--- src/design/tfs_pkg.sv ---
// Shared types, register indexes and helpers for the throttle filter and scale block.
package tfs_pkg;

	localparam int SAMPLE_BITS_DEF = 16;
	localparam int DATA_W = 16;
	localparam int PROD_W = 2 * DATA_W;
	localparam int CFG_IDX_W = 4;

	localparam logic [CFG_IDX_W-1:0] CFG_RISE_BW = 4'd0;
	localparam logic [CFG_IDX_W-1:0] CFG_FALL_BW = 4'd1;
	localparam logic [CFG_IDX_W-1:0] CFG_THR_OFFSET = 4'd2;
	localparam logic [CFG_IDX_W-1:0] CFG_THR_SLOPE = 4'd3;
	localparam logic [CFG_IDX_W-1:0] CFG_THR_DIVISOR = 4'd4;
	localparam logic [CFG_IDX_W-1:0] CFG_TRQ_OFFSET = 4'd5;
	localparam logic [CFG_IDX_W-1:0] CFG_TRQ_SLOPE = 4'd6;
	localparam logic [CFG_IDX_W-1:0] CFG_TRQ_DIVISOR = 4'd7;

	typedef struct packed {
		logic              start;
		logic [DATA_W-1:0] a;
		logic [DATA_W-1:0] b;
		logic [DATA_W-1:0] c;
	} mul_req_t;

	typedef struct packed {
		logic              start;
		logic [DATA_W-1:0] divisor;
	} div_req_t;

	typedef struct packed {
		logic busy;
		logic done;
	} unit_rsp_t;

	function automatic logic [DATA_W-1:0] nonzero(input logic [DATA_W-1:0] v);
		return (v == '0) ? DATA_W'(1) : v;
	endfunction

	function automatic logic [DATA_W-1:0] floor_sub(input logic [DATA_W-1:0] x,
		input logic [DATA_W-1:0] y);
		return (x > y) ? (x - y) : '0;
	endfunction

endpackage

--- src/design/tfs_mul.sv ---
// Bit-serial shift-add multiplier with addend, one multiplier bit per cycle.
module tfs_mul (
	input  logic                                clk,
	input  logic                                arst_n,
	input  tfs_pkg::mul_req_t                   req,
	output tfs_pkg::unit_rsp_t                  rsp,
	output logic [tfs_pkg::PROD_W-1:0]          prod
);
	import tfs_pkg::*;

	localparam int CNT_W = $clog2(DATA_W);
	localparam logic [CNT_W-1:0] LAST = CNT_W'(DATA_W - 1);

	logic [DATA_W-1:0] a_q;
	logic [DATA_W-1:0] hi_q;
	logic [DATA_W-1:0] lo_q;
	logic [CNT_W-1:0]  cnt_q;
	logic              busy_q;
	logic [DATA_W:0]   sum;

	assign sum = {1'b0, hi_q} + (lo_q[0] ? {1'b0, a_q} : '0);

	always_ff @(posedge clk or negedge arst_n) begin
		if (!arst_n) begin
			busy_q <= 1'b0;
			cnt_q <= '0;
		end else if (req.start) begin
			busy_q <= 1'b1;
			cnt_q <= '0;
		end else if (busy_q) begin
			cnt_q <= cnt_q + CNT_W'(1);
			if (cnt_q == LAST) begin
				busy_q <= 1'b0;
			end
		end
	end

	always_ff @(posedge clk) begin
		if (req.start) begin
			a_q <= req.a;
			hi_q <= req.c;
			lo_q <= req.b;
		end else if (busy_q) begin
			hi_q <= sum[DATA_W:1];
			lo_q <= {sum[0], lo_q[DATA_W-1:1]};
		end
	end

	assign rsp.busy = busy_q;
	assign rsp.done = busy_q && (cnt_q == LAST);
	assign prod = {hi_q, lo_q};

endmodule

--- src/design/tfs_div.sv ---
// Restoring bit-serial divider, one quotient bit per cycle; quo is complete in the done cycle.
module tfs_div (
	input  logic                                clk,
	input  logic                                arst_n,
	input  tfs_pkg::div_req_t                   req,
	input  logic [tfs_pkg::PROD_W-1:0]          dividend,
	output tfs_pkg::unit_rsp_t                  rsp,
	output logic [tfs_pkg::PROD_W-1:0]          quo
);
	import tfs_pkg::*;

	localparam int CNT_W = $clog2(PROD_W);
	localparam logic [CNT_W-1:0] LAST = CNT_W'(PROD_W - 1);

	logic [DATA_W-1:0] d_q;
	logic [DATA_W-1:0] rem_q;
	logic [PROD_W-1:0] dq_q;
	logic [CNT_W-1:0]  cnt_q;
	logic              busy_q;
	logic [DATA_W:0]   shifted;
	logic              ge;
	logic [DATA_W:0]   diff;

	assign shifted = {rem_q, dq_q[PROD_W-1]};
	assign ge = shifted >= {1'b0, d_q};
	assign diff = shifted - {1'b0, d_q};

	always_ff @(posedge clk or negedge arst_n) begin
		if (!arst_n) begin
			busy_q <= 1'b0;
			cnt_q <= '0;
		end else if (req.start) begin
			busy_q <= 1'b1;
			cnt_q <= '0;
		end else if (busy_q) begin
			cnt_q <= cnt_q + CNT_W'(1);
			if (cnt_q == LAST) begin
				busy_q <= 1'b0;
			end
		end
	end

	always_ff @(posedge clk) begin
		if (req.start) begin
			d_q <= req.divisor;
			rem_q <= '0;
			dq_q <= dividend;
		end else if (busy_q) begin
			rem_q <= ge ? diff[DATA_W-1:0] : shifted[DATA_W-1:0];
			dq_q <= {dq_q[PROD_W-2:0], ge};
		end
	end

	assign rsp.busy = busy_q;
	assign rsp.done = busy_q && (cnt_q == LAST);
	assign quo = {dq_q[PROD_W-2:0], ge};

endmodule

--- src/design/throttle_filter_and_scale_top.sv ---
// Top level: configuration registers, sequencer and output register of the throttle filter.
// Sequence: filter pair, throttle pair, torque pair, then output register load.
// An all-ones (invalid) sample skips the filter pair; a new sample is taken only when idle.
// The shared bit-serial multiplier and divider run three multiply/divide pairs per valid sample.
// A new sample beat is taken while the previous result waits in the output register.
// Reset (arst_n low) clears the average to 0 and loads the register defaults.
module throttle_filter_and_scale_top #(
	parameter int SAMPLE_BITS = tfs_pkg::SAMPLE_BITS_DEF
) (
	input  logic                                 clk,
	input  logic                                 arst_n,
	input  logic                                 in_valid,
	output logic                                 in_ready,
	input  logic [tfs_pkg::DATA_W-1:0]           adc_sample,
	output logic                                 out_valid,
	input  logic                                 out_ready,
	output logic [tfs_pkg::DATA_W-1:0]           filtered_adc,
	output logic [tfs_pkg::DATA_W-1:0]           throttle_level,
	output logic signed [tfs_pkg::DATA_W-1:0]    torque_request,
	input  logic                                 wr_en,
	input  logic [tfs_pkg::CFG_IDX_W-1:0]        wr_index,
	input  logic [tfs_pkg::DATA_W-1:0]           wr_data
);
	import tfs_pkg::*;

	localparam logic [DATA_W-1:0] SMASK = DATA_W'((32'd1 << SAMPLE_BITS) - 32'd1);

	localparam logic [2:0] ST_IDLE = 3'd0;
	localparam logic [2:0] ST_FMUL = 3'd1;
	localparam logic [2:0] ST_FDIV = 3'd2;
	localparam logic [2:0] ST_TMUL = 3'd3;
	localparam logic [2:0] ST_TDIV = 3'd4;
	localparam logic [2:0] ST_QMUL = 3'd5;
	localparam logic [2:0] ST_QDIV = 3'd6;
	localparam logic [2:0] ST_OUT = 3'd7;

	logic [DATA_W-1:0]        rise_bw_q;
	logic [DATA_W-1:0]        fall_bw_q;
	logic [DATA_W-1:0]        thr_off_q;
	logic [DATA_W-2:0]        thr_slope_q;
	logic [DATA_W-2:0]        thr_div_q;
	logic [DATA_W-1:0]        trq_off_q;
	logic signed [DATA_W-1:0] trq_slope_q;
	logic [DATA_W-2:0]        trq_div_q;

	logic [2:0]         state_q;
	logic               start_q;
	logic [DATA_W-1:0]  avg_q;
	logic [DATA_W-1:0]  samp_q;
	logic [DATA_W-1:0]  thr_q;
	logic [DATA_W-1:0]  trq_q;
	logic               out_valid_q;
	logic [DATA_W-1:0]  out_avg_q;
	logic [DATA_W-1:0]  out_thr_q;
	logic [DATA_W-1:0]  out_trq_q;

	mul_req_t           mul_req;
	div_req_t           div_req;
	unit_rsp_t          mul_rsp;
	unit_rsp_t          div_rsp;
	logic [PROD_W-1:0]  prod;
	logic [PROD_W-1:0]  quo;

	logic [DATA_W-1:0]  samp_in;
	logic [DATA_W-1:0]  bw;
	logic [DATA_W-1:0]  slope_mag;
	logic [DATA_W-1:0]  thr_sat;
	logic [DATA_W-1:0]  trq_sat;
	logic               accept;
	logic               out_load;

	assign samp_in = adc_sample & SMASK;
	assign bw = nonzero((samp_q > avg_q) ? rise_bw_q : fall_bw_q);
	assign slope_mag = trq_slope_q[DATA_W-1] ? DATA_W'(-trq_slope_q) : DATA_W'(trq_slope_q);
	assign thr_sat = (quo > PROD_W'(16'hFFFF)) ? 16'hFFFF : quo[DATA_W-1:0];

	always_comb begin
		if (trq_slope_q[DATA_W-1]) begin
			trq_sat = (quo > PROD_W'(16'h8000)) ? 16'h8000 : DATA_W'(-quo[DATA_W-1:0]);
		end else begin
			trq_sat = (quo > PROD_W'(16'h7FFF)) ? 16'h7FFF : quo[DATA_W-1:0];
		end
	end

	always_comb begin
		mul_req.start = start_q && (state_q == ST_FMUL || state_q == ST_TMUL ||
			state_q == ST_QMUL);
		div_req.start = start_q && (state_q == ST_FDIV || state_q == ST_TDIV ||
			state_q == ST_QDIV);
		mul_req.a = '0;
		mul_req.b = '0;
		mul_req.c = '0;
		div_req.divisor = DATA_W'(1);
		unique case (state_q)
			ST_FMUL: begin
				mul_req.a = bw - DATA_W'(1);
				mul_req.b = avg_q;
				mul_req.c = samp_q;
			end
			ST_FDIV: div_req.divisor = bw;
			ST_TMUL: begin
				mul_req.a = {1'b0, thr_slope_q};
				mul_req.b = floor_sub(avg_q, thr_off_q);
			end
			ST_TDIV: div_req.divisor = nonzero({1'b0, thr_div_q});
			ST_QMUL: begin
				mul_req.a = slope_mag;
				mul_req.b = floor_sub(thr_q, trq_off_q);
			end
			ST_QDIV: div_req.divisor = nonzero({1'b0, trq_div_q});
			default: begin
			end
		endcase
	end

	tfs_mul u_mul (
		.clk    (clk),
		.arst_n (arst_n),
		.req    (mul_req),
		.rsp    (mul_rsp),
		.prod   (prod)
	);

	tfs_div u_div (
		.clk      (clk),
		.arst_n   (arst_n),
		.req      (div_req),
		.dividend (prod),
		.rsp      (div_rsp),
		.quo      (quo)
	);

	assign in_ready = (state_q == ST_IDLE);
	assign accept = in_valid && in_ready;
	assign out_load = (state_q == ST_OUT) && (!out_valid_q || out_ready);

	always_ff @(posedge clk or negedge arst_n) begin
		if (!arst_n) begin
			rise_bw_q <= 16'd16;
			fall_bw_q <= 16'd16;
			thr_off_q <= '0;
			thr_slope_q <= 15'd1;
			thr_div_q <= 15'd1;
			trq_off_q <= '0;
			trq_slope_q <= 16'sd1;
			trq_div_q <= 15'd1;
		end else if (wr_en) begin
			unique case (wr_index)
				CFG_RISE_BW: rise_bw_q <= wr_data;
				CFG_FALL_BW: fall_bw_q <= wr_data;
				CFG_THR_OFFSET: thr_off_q <= wr_data;
				CFG_THR_SLOPE: thr_slope_q <= wr_data[DATA_W-2:0];
				CFG_THR_DIVISOR: thr_div_q <= wr_data[DATA_W-2:0];
				CFG_TRQ_OFFSET: trq_off_q <= wr_data;
				CFG_TRQ_SLOPE: trq_slope_q <= wr_data;
				CFG_TRQ_DIVISOR: trq_div_q <= wr_data[DATA_W-2:0];
				default: begin
				end
			endcase
		end
	end

	always_ff @(posedge clk or negedge arst_n) begin
		if (!arst_n) begin
			state_q <= ST_IDLE;
			start_q <= 1'b0;
			avg_q <= '0;
			out_valid_q <= 1'b0;
		end else begin
			out_valid_q <= out_load || (out_valid_q && !out_ready);
			unique case (state_q) inside
				ST_IDLE: begin
					if (accept) begin
						start_q <= 1'b1;
						state_q <= (samp_in == SMASK) ? ST_TMUL : ST_FMUL;
					end
				end
				ST_FMUL, ST_TMUL, ST_QMUL: begin
					start_q <= mul_rsp.done;
					if (mul_rsp.done) begin
						state_q <= state_q + 3'd1;
					end
				end
				ST_FDIV, ST_TDIV, ST_QDIV: begin
					start_q <= div_rsp.done && (state_q != ST_QDIV);
					if (div_rsp.done) begin
						state_q <= state_q + 3'd1;
						if (state_q == ST_FDIV) begin
							avg_q <= quo[DATA_W-1:0];
						end
					end
				end
				ST_OUT: begin
					if (out_load) begin
						state_q <= ST_IDLE;
					end
				end
				default: state_q <= ST_IDLE;
			endcase
		end
	end

	always_ff @(posedge clk) begin
		if (accept) begin
			samp_q <= samp_in;
		end
		if (state_q == ST_TDIV && div_rsp.done) begin
			thr_q <= thr_sat;
		end
		if (state_q == ST_QDIV && div_rsp.done) begin
			trq_q <= trq_sat;
		end
		if (out_load) begin
			out_avg_q <= avg_q;
			out_thr_q <= thr_q;
			out_trq_q <= trq_q;
		end
	end

	assign out_valid = out_valid_q;
	assign filtered_adc = out_avg_q;
	assign throttle_level = out_thr_q;
	assign torque_request = out_trq_q;

	a_units_exclusive: assert property (@(posedge clk) disable iff (!arst_n)
		!(mul_rsp.busy && div_rsp.busy))
		else $error("multiplier and divider busy together");

	a_valid_sample_filters: assert property (@(posedge clk) disable iff (!arst_n)
		accept && (samp_in != SMASK) |=> state_q == ST_FMUL && start_q)
		else $error("valid sample did not start the filter update");

	a_avg_held: assert property (@(posedge clk) disable iff (!arst_n)
		state_q != ST_FDIV |=> $stable(avg_q))
		else $error("average changed outside the filter divide");

	a_result_beat: assert property (@(posedge clk) disable iff (!arst_n)
		out_load |=> out_valid && filtered_adc == $past(avg_q) && state_q == ST_IDLE)
		else $error("result beat not loaded from the current average");

endmodule

--- config.mk ---
export PLATFORM = sky130hd
export DESIGN_NAME = throttle_filter_and_scale_top
export DESIGN_NICKNAME = d
export VERILOG_FILES = /design/src/design/tfs_pkg.sv /design/src/design/tfs_mul.sv /design/src/design/tfs_div.sv /design/src/design/throttle_filter_and_scale_top.sv
export SDC_FILE = /design/constraint.sdc
export NUM_CORES = 1
export LEC_CHECK = 0
export ABC_AREA = 0
export BUFFER_PORTS_ARGS = -buffer_cell sky130_fd_sc_hd__buf_2
export CAP_MARGIN = 20
export CELL_PAD_IN_SITES_DETAIL_PLACEMENT = 1
export CELL_PAD_IN_SITES_GLOBAL_PLACEMENT = 2
export CORE_MARGIN = 8
export CORE_UTILIZATION = 25
export DETAILED_ROUTE_END_ITERATION = 16
export GPL_ROUTABILITY_DRIVEN = 0
export PLACE_DENSITY_LB_ADDON = 0.1
export SLEW_MARGIN = 0
export SYNTH_ARGS = -nofsm -noshare
export SYNTH_HDL_FRONTEND = slang
export SYNTH_SLANG_ARGS = --single-unit
--- constraint.sdc ---
create_clock -name clk -period 7 [get_ports clk]
set_input_delay 1.4 -clock clk [delete_from_list [all_inputs] [get_ports clk]]
set_output_delay 1.4 -clock clk [all_outputs]
set_load 0.02 [all_outputs]
* Yosys cells after proc, flatten, opt, wreduce, memory -nomap -nowiden
Cells that the tools add are included.
Word-level totals: output and inout port bits 50, bits in registers 365, logic and storage cells 145, input bits 41
Cells by class: equal/unequal tests 22, multiplexer cells 39, reductions and logical operators 39, $add $sub $neg 10, $lt $le $gt $ge 7
Operators by type and width (count):
- $mux 16 | 15
- $pmux 32 s3 | 1
- $gt 32x16->1 const B | 2
- $mux 32 | 2
- $gt 16x16->1 | 3
- $pmux 16 s3 | 1
- $sub 16x16->16 | 3
- $gt 32x15->1 const B | 1
- $neg 16->16 | 2
- $logic_not 15->1 | 2
- $mux 15 | 2
- $reduce_and 2->1 | 9
- $add 16x17->17 | 1
- $ge 17x16->1 | 1
- $eq 16x16->1 const B | 1
- $eq 4x3->1 const B | 4
- $logic_not 16->1 | 1
- $sub 16x1->16 const B | 1
- $eq 3x3->1 const B | 4
- $mux 3 | 4
- $pmux 3 s4 | 1
- $logic_and 1x1->1 | 10
- $mux 5 | 2
- $eq 4x2->1 const B | 2
- other kinds (24) | 42

* Depth between registers and ports, before layout
word-level depth 7, gate-level depth with buffers 21, gate-level depth less buffers 19

* Hierarchy
Synthesis repeated with hierarchy kept, for this count alone.
Unflattened totals: cells, all modules 1804, area, all modules 20256.9 µm²
By module, submodules not included:
- throttle_filter_and_scale_top | times used 1, area an instance 13345.3 µm², cells an instance 1200, seq. area each 6543.8 µm²
- tfs_div | times used 1, area an instance 3940.0 µm², cells an instance 344, seq. area each 1911.8 µm²
- tfs_mul | times used 1, area an instance 2971.6 µm², cells an instance 260, seq. area each 1566.5 µm²

* Worst setup path before layout
OpenSTA, ideal clock, no wires.
path type register -> register, start point register u_div.d_q[1], end point register trq_q[9], data pin, period minus slack after synthesis 4.422 ns, path buffers 1, data required time 6.850 ns, stages on the path, launching flop included 21, library setup time 0.150 ns, arrival time 4.272 ns, setup slack 2.578 ns, path through edfxtp_1 -> inv_1 -> ha_1 -> nor2b_1 -> o2111ai_1 -> nand3_1 -> nand3_1 -> o21ai_0 -> o2111ai_1 -> nand2_1 -> inv_1 -> clkbuf_1 -> ha_1 -> nand3b_1 -> or2_2 -> or3_4 -> o21ai_2 -> nand2b_2 -> or4_1 -> o221a_1 -> nor3_2
Between the ends: longest elaborated chain between the ends 4, elaborated cells between the ends (all ways) 7, classes of those cells 1 x add/sub; 3 x order compare; 3 x mux
Ends and longest elaborated chain:
- start, declared | line tfs_div.sv:15 | logic [DATA_W-1:0] d_q;
- start signal, assigned | line tfs_div.sv:45 | d_q <= req.divisor;
- $ge 17x16->1 * | line tfs_div.sv:25 | assign ge = shifted >= {1'b0, d_q};
- $gt 32x15->1, or another cell as far along | line throttle_filter_and_scale_top.sv:81 | trq_sat = (quo > PROD_W'(16'h7FFF)) ? 16'h7FFF : quo[DATA_W-1:0];
- $mux 16, on equally long branches | line throttle_filter_and_scale_top.sv:81, throttle_filter_and_scale_top.sv:79
- $mux 16 * | line throttle_filter_and_scale_top.sv:78 | if (trq_slope_q[DATA_W-1]) begin
- named net trq_sat[9] | line throttle_filter_and_scale_top.sv:68 | logic [DATA_W-1:0] trq_sat;
- end signal, assigned | line throttle_filter_and_scale_top.sv:211 | trq_q <= trq_sat;
- end, declared | line throttle_filter_and_scale_top.sv:51 | logic [DATA_W-1:0] trq_q;
The timed path passes the listed nets; every way through them passes the cells marked *. A chain may end at the register's enable or synchronous reset.

* Worst setup path after layout
Ends and elaborated chain as after synthesis.

==> impl_metrics.py <==
metrics = {
    "sta": {
        "finalSetupTns_ns": 0,
        "drv_slew": 0,
        "tightestPinTransition_ns": 1.014,
        "min_period_ns": 5.651,
        "fin_skew_ns": 0.02191,
        "fmax_mhz": 177.0,
        "slew_headroom": 0.3240,
        "hold_violations": 0,
        "rsz0062_at_grt": "false",
        "fin_crit_sh": 0.8073,
        "setup_viol": 0,
    },
    "worst_setup_path": {
        "worstReg2RegEnd": "trq_q[9]$_DFFE_PP_",
        "reg2reg_from": "u_div.d_q[1]$_DFFE_PP_",
        "end_kind": "flip-flop",
        "r2r.worst_path.cells": 19,
        "critPathKind": "flip-flop to flip-flop",
        "cp.required_ns": 7.45,
        "critPathArrivalTime_ns": 6.10,
        "critPathMaxFanout": 15,
        "worstSetupStartpointType": "flip-flop",
        "r2r_slack_ns": 1.35,
    },
    "min_path": {
        "holdCritPathClass": "flip-flop to flip-flop",
        "min_path_cells": 0,
        "holdPathEnd": "torque_request[8]$_DFFE_PP_",
        "worstHoldStart": "trq_q[8]$_DFFE_PP_",
    },
    "drt": {
        "detail-route-antenna-nets": 0,
        "firstDrtPassIters": 5,
        "routedWlPerCell_um": 23.46,
        "drcViolationCount": 0,
        "num_vias": 14070,
        "first_iter_violations": 781,
        "avgViaCountPerCell": 4.789,
        "wl_mm": 68.89,
    },
    "grt": {
        "grt_pass1_wl_mm": 102.1,
        "antenna_found_initial": 2,
        "gr-total-overflow": 0,
        "grt_use_total": 0.1576,
        "grt_max_degree": 72,
        "grt_pass1_vias": 14690,
    },
    "clocking": {
        "cts_made_buffers": 48,
        "clk_path_buf_depth": 3,
        "cts.hold.buffers_added": 0,
        "clk_latency_ns": 0.60,
        "cts_setup_buffers": 0,
        "cts_tree": "built",
        "htree_levels": 2,
        "cts_resized": 0,
        "clock-sinks": 365,
        "cts_root_buf": "clkbuf_16",
        "clkSlewWorstSetupHoldPaths_ns": 0.06,
    },
    "final_layout": {
        "largest_reg_flops": 32,
        "final_design_area_no_fill_um2": 22570,
        "final_core_util": 0.2971,
        "regMostFlops": "u_div.dq_q",
        "drive_gt1_frac": 0.1857,
        "area_growth_pct": 17.73,
        "nNetsFinal": 2003,
    },
    "synth": {
        "synthCells": 1771,
        "synth_area_per_cell_um2": 10.82,
        "async_flop_share": 0.4301,
        "synth_edf_count": 192,
        "synth_fp_nets": 1908,
        "synth_area_um2": 19170,
        "synth_cell_types": 74,
        "ys_seq_area_frac": 0.5228,
        "ys_warn_count": 0,
        "synth_ff_type": "edfxtp_1",
        "synth_seq_cells": 365,
    },
    "floorplan": {
        "coreArea_um2": 75950,
        "rows": 101,
        "dieHeight_um": 292.9,
        "initial_utilization": 0.2524,
        "boundaryPins": 91,
        "dieArea_um2": 85790,
        "die_w_um": 292.9,
    },
    "power": {
        "ir_drop_v": 0.0002045,
        "cellPowerDensity_nw_per_um2": 419.8,
        "leakage_nw": 9.087,
    },
    "flow_run": {
        "max_cap_viol_count": 0,
    },
    "placed_design": {
        "hpwl_mm": 50.98,
        "portBuffers": 90,
        "placed_area_um2": 20850,
    },
    "run_status": {
        "outcome": "finished clean",
    },
}
cells by family after synthesis:
family,share of synthesized area
adder cells (fa/ha/maj),0.06423
buffers and inverters,0.03453
AO/OA/AOI/OAI,0.1277
flip-flops,0.5228
AND/OR/NAND/NOR,0.1308
multiplexers,0.08518
XOR/XNOR,0.03473
area by class of cell:
class                           instances  area (um^2)
Sequential cell                       365        10020
Antenna cell                            1        2.502
Timing Repair Buffer                  117        716.9
Multi-Input combinational cell       1233         8523
Tap cell                             1030         1289
Clock buffer                           59         1304
Inverter                              101        379.1
Clock inverter                         31        330.3
Fill cell                            8466        53380
stage by stage:
stage          setup slack (ns)  power (mW)  instances  hold slack, ns
2_1_floorplan             2.578       5.661       1771          0.4003
3_3_place_gp              1.238       6.951       2842          0.4037
3_5_place_dp              1.093       6.980       2843          0.4056
4_1_cts                   1.123       9.616       2933          0.4195
5_1_grt                  0.8483       10.12       2936          0.4279
6_report                  1.349       9.473       2937          0.4172
worst max path at each step:
stage / startpoint / endpoint / depth (start not counted)
floorplan: u_div.d_q[1]$_DFFE_PP_ / trq_q[9]$_DFFE_PP_ / 20
global placement: u_div.d_q[1]$_DFFE_PP_ / trq_q[9]$_DFFE_PP_ / 19
detailed placement: u_div.d_q[1]$_DFFE_PP_ / trq_q[9]$_DFFE_PP_ / 19
CTS: u_div.d_q[1]$_DFFE_PP_ / trq_q[9]$_DFFE_PP_ / 19
global route: u_div.d_q[1]$_DFFE_PP_ / trq_q[9]$_DFFE_PP_ / 19
finish: u_div.d_q[1]$_DFFE_PP_ / trq_q[9]$_DFFE_PP_ / 19
Yosys cell counts, types with 16 or more instances:
library cell,instances,area share
ha_1,92,0.060
mux2_2,121,0.071
dfxtp_1,16,0.017
nor4_1,18,0.0059
o22ai_1,21,0.0069
nand4_1,21,0.0069
xor2_1,32,0.015
a22oi_1,16,0.0063
edfxtp_1,192,0.30
or2_2,17,0.0055
xnor2_1,44,0.020
nand2b_1,20,0.0065
mux2i_1,27,0.014
o21ai_0,125,0.033
a21oi_1,64,0.017
dfrtp_1,151,0.20
a21o_1,26,0.010
nor3_1,37,0.0097
and2_1,21,0.0069
nor2_1,90,0.018
a31oi_1,16,0.0052
clkbuf_1,64,0.013
inv_1,100,0.020
nand2_1,227,0.044
nand3_1,22,0.0057
where the power goes:
group,total (mW),switching (mW),internal [mW]
combinational,3.42,2.15,1.27
sequential,3.49,0.499,3.00
clock,2.56,1.02,1.54
total,9.47,3.67,5.81
cells in the final DEF (no fill, tap or decap), types with 9 or more instances in the layout:
cell type	n
nand2_1	227
edfxtp_1	192
dfrtp_1	151
o21ai_0	125
mux2_2	121
inv_1	98
ha_1	92
buf_2	89
nor2_1	87
a21oi_1	64
clkbuf_16	50
xnor2_1	44
nor3_1	37
xor2_1	32
mux2i_1	27
a21o_1	26
buf_4	24
nand3_1	22
nand4_1	21
o22ai_1	21
nand2b_1	20
and2_1	20
nor4_1	18
or2_2	17
a31oi_1	16
dfxtp_1	16
a22oi_1	15
a22o_1	14
nor2b_1	13
o31ai_1	13
a221oi_1	11
and3_1	11
clkinv_1	11
or3_1	10
a222oi_1	10
a211oi_1	9
o21a_1	9
clkinv_2	9
critical path, stage by stage (launching register included):
cell	delay (ns)
edfxtp_1	0.41
inv_1	0.08
ha_1	0.23
nor2b_1	0.15
o2111ai_1	0.22
nand3_1	0.14
nand3_1	0.16
o21ai_0	0.26
o2111ai_1	0.75
nand2_1	0.59
inv_1	0.35
ha_1	0.26
nand3b_1	0.11
or2_2	0.33
or3_4	0.35
o21ai_2	0.13
nand2b_2	0.21
or4_1	0.46
o221a_1	0.23
nor3_2	0.10
per-layer routing:
layer / vias to the layer above / routed length (um) / GRT usage
li1: 6649 / - / -
met4: 0 / 1212 / 0.03493
met5: - / 0 / 0
met1: 7154 / 35880 / 0.2358
met3: 74 / 1856 / 0.01872
met2: 188 / 29940 / 0.2415
No activity file was read; power rests on OpenSTA's default activity.
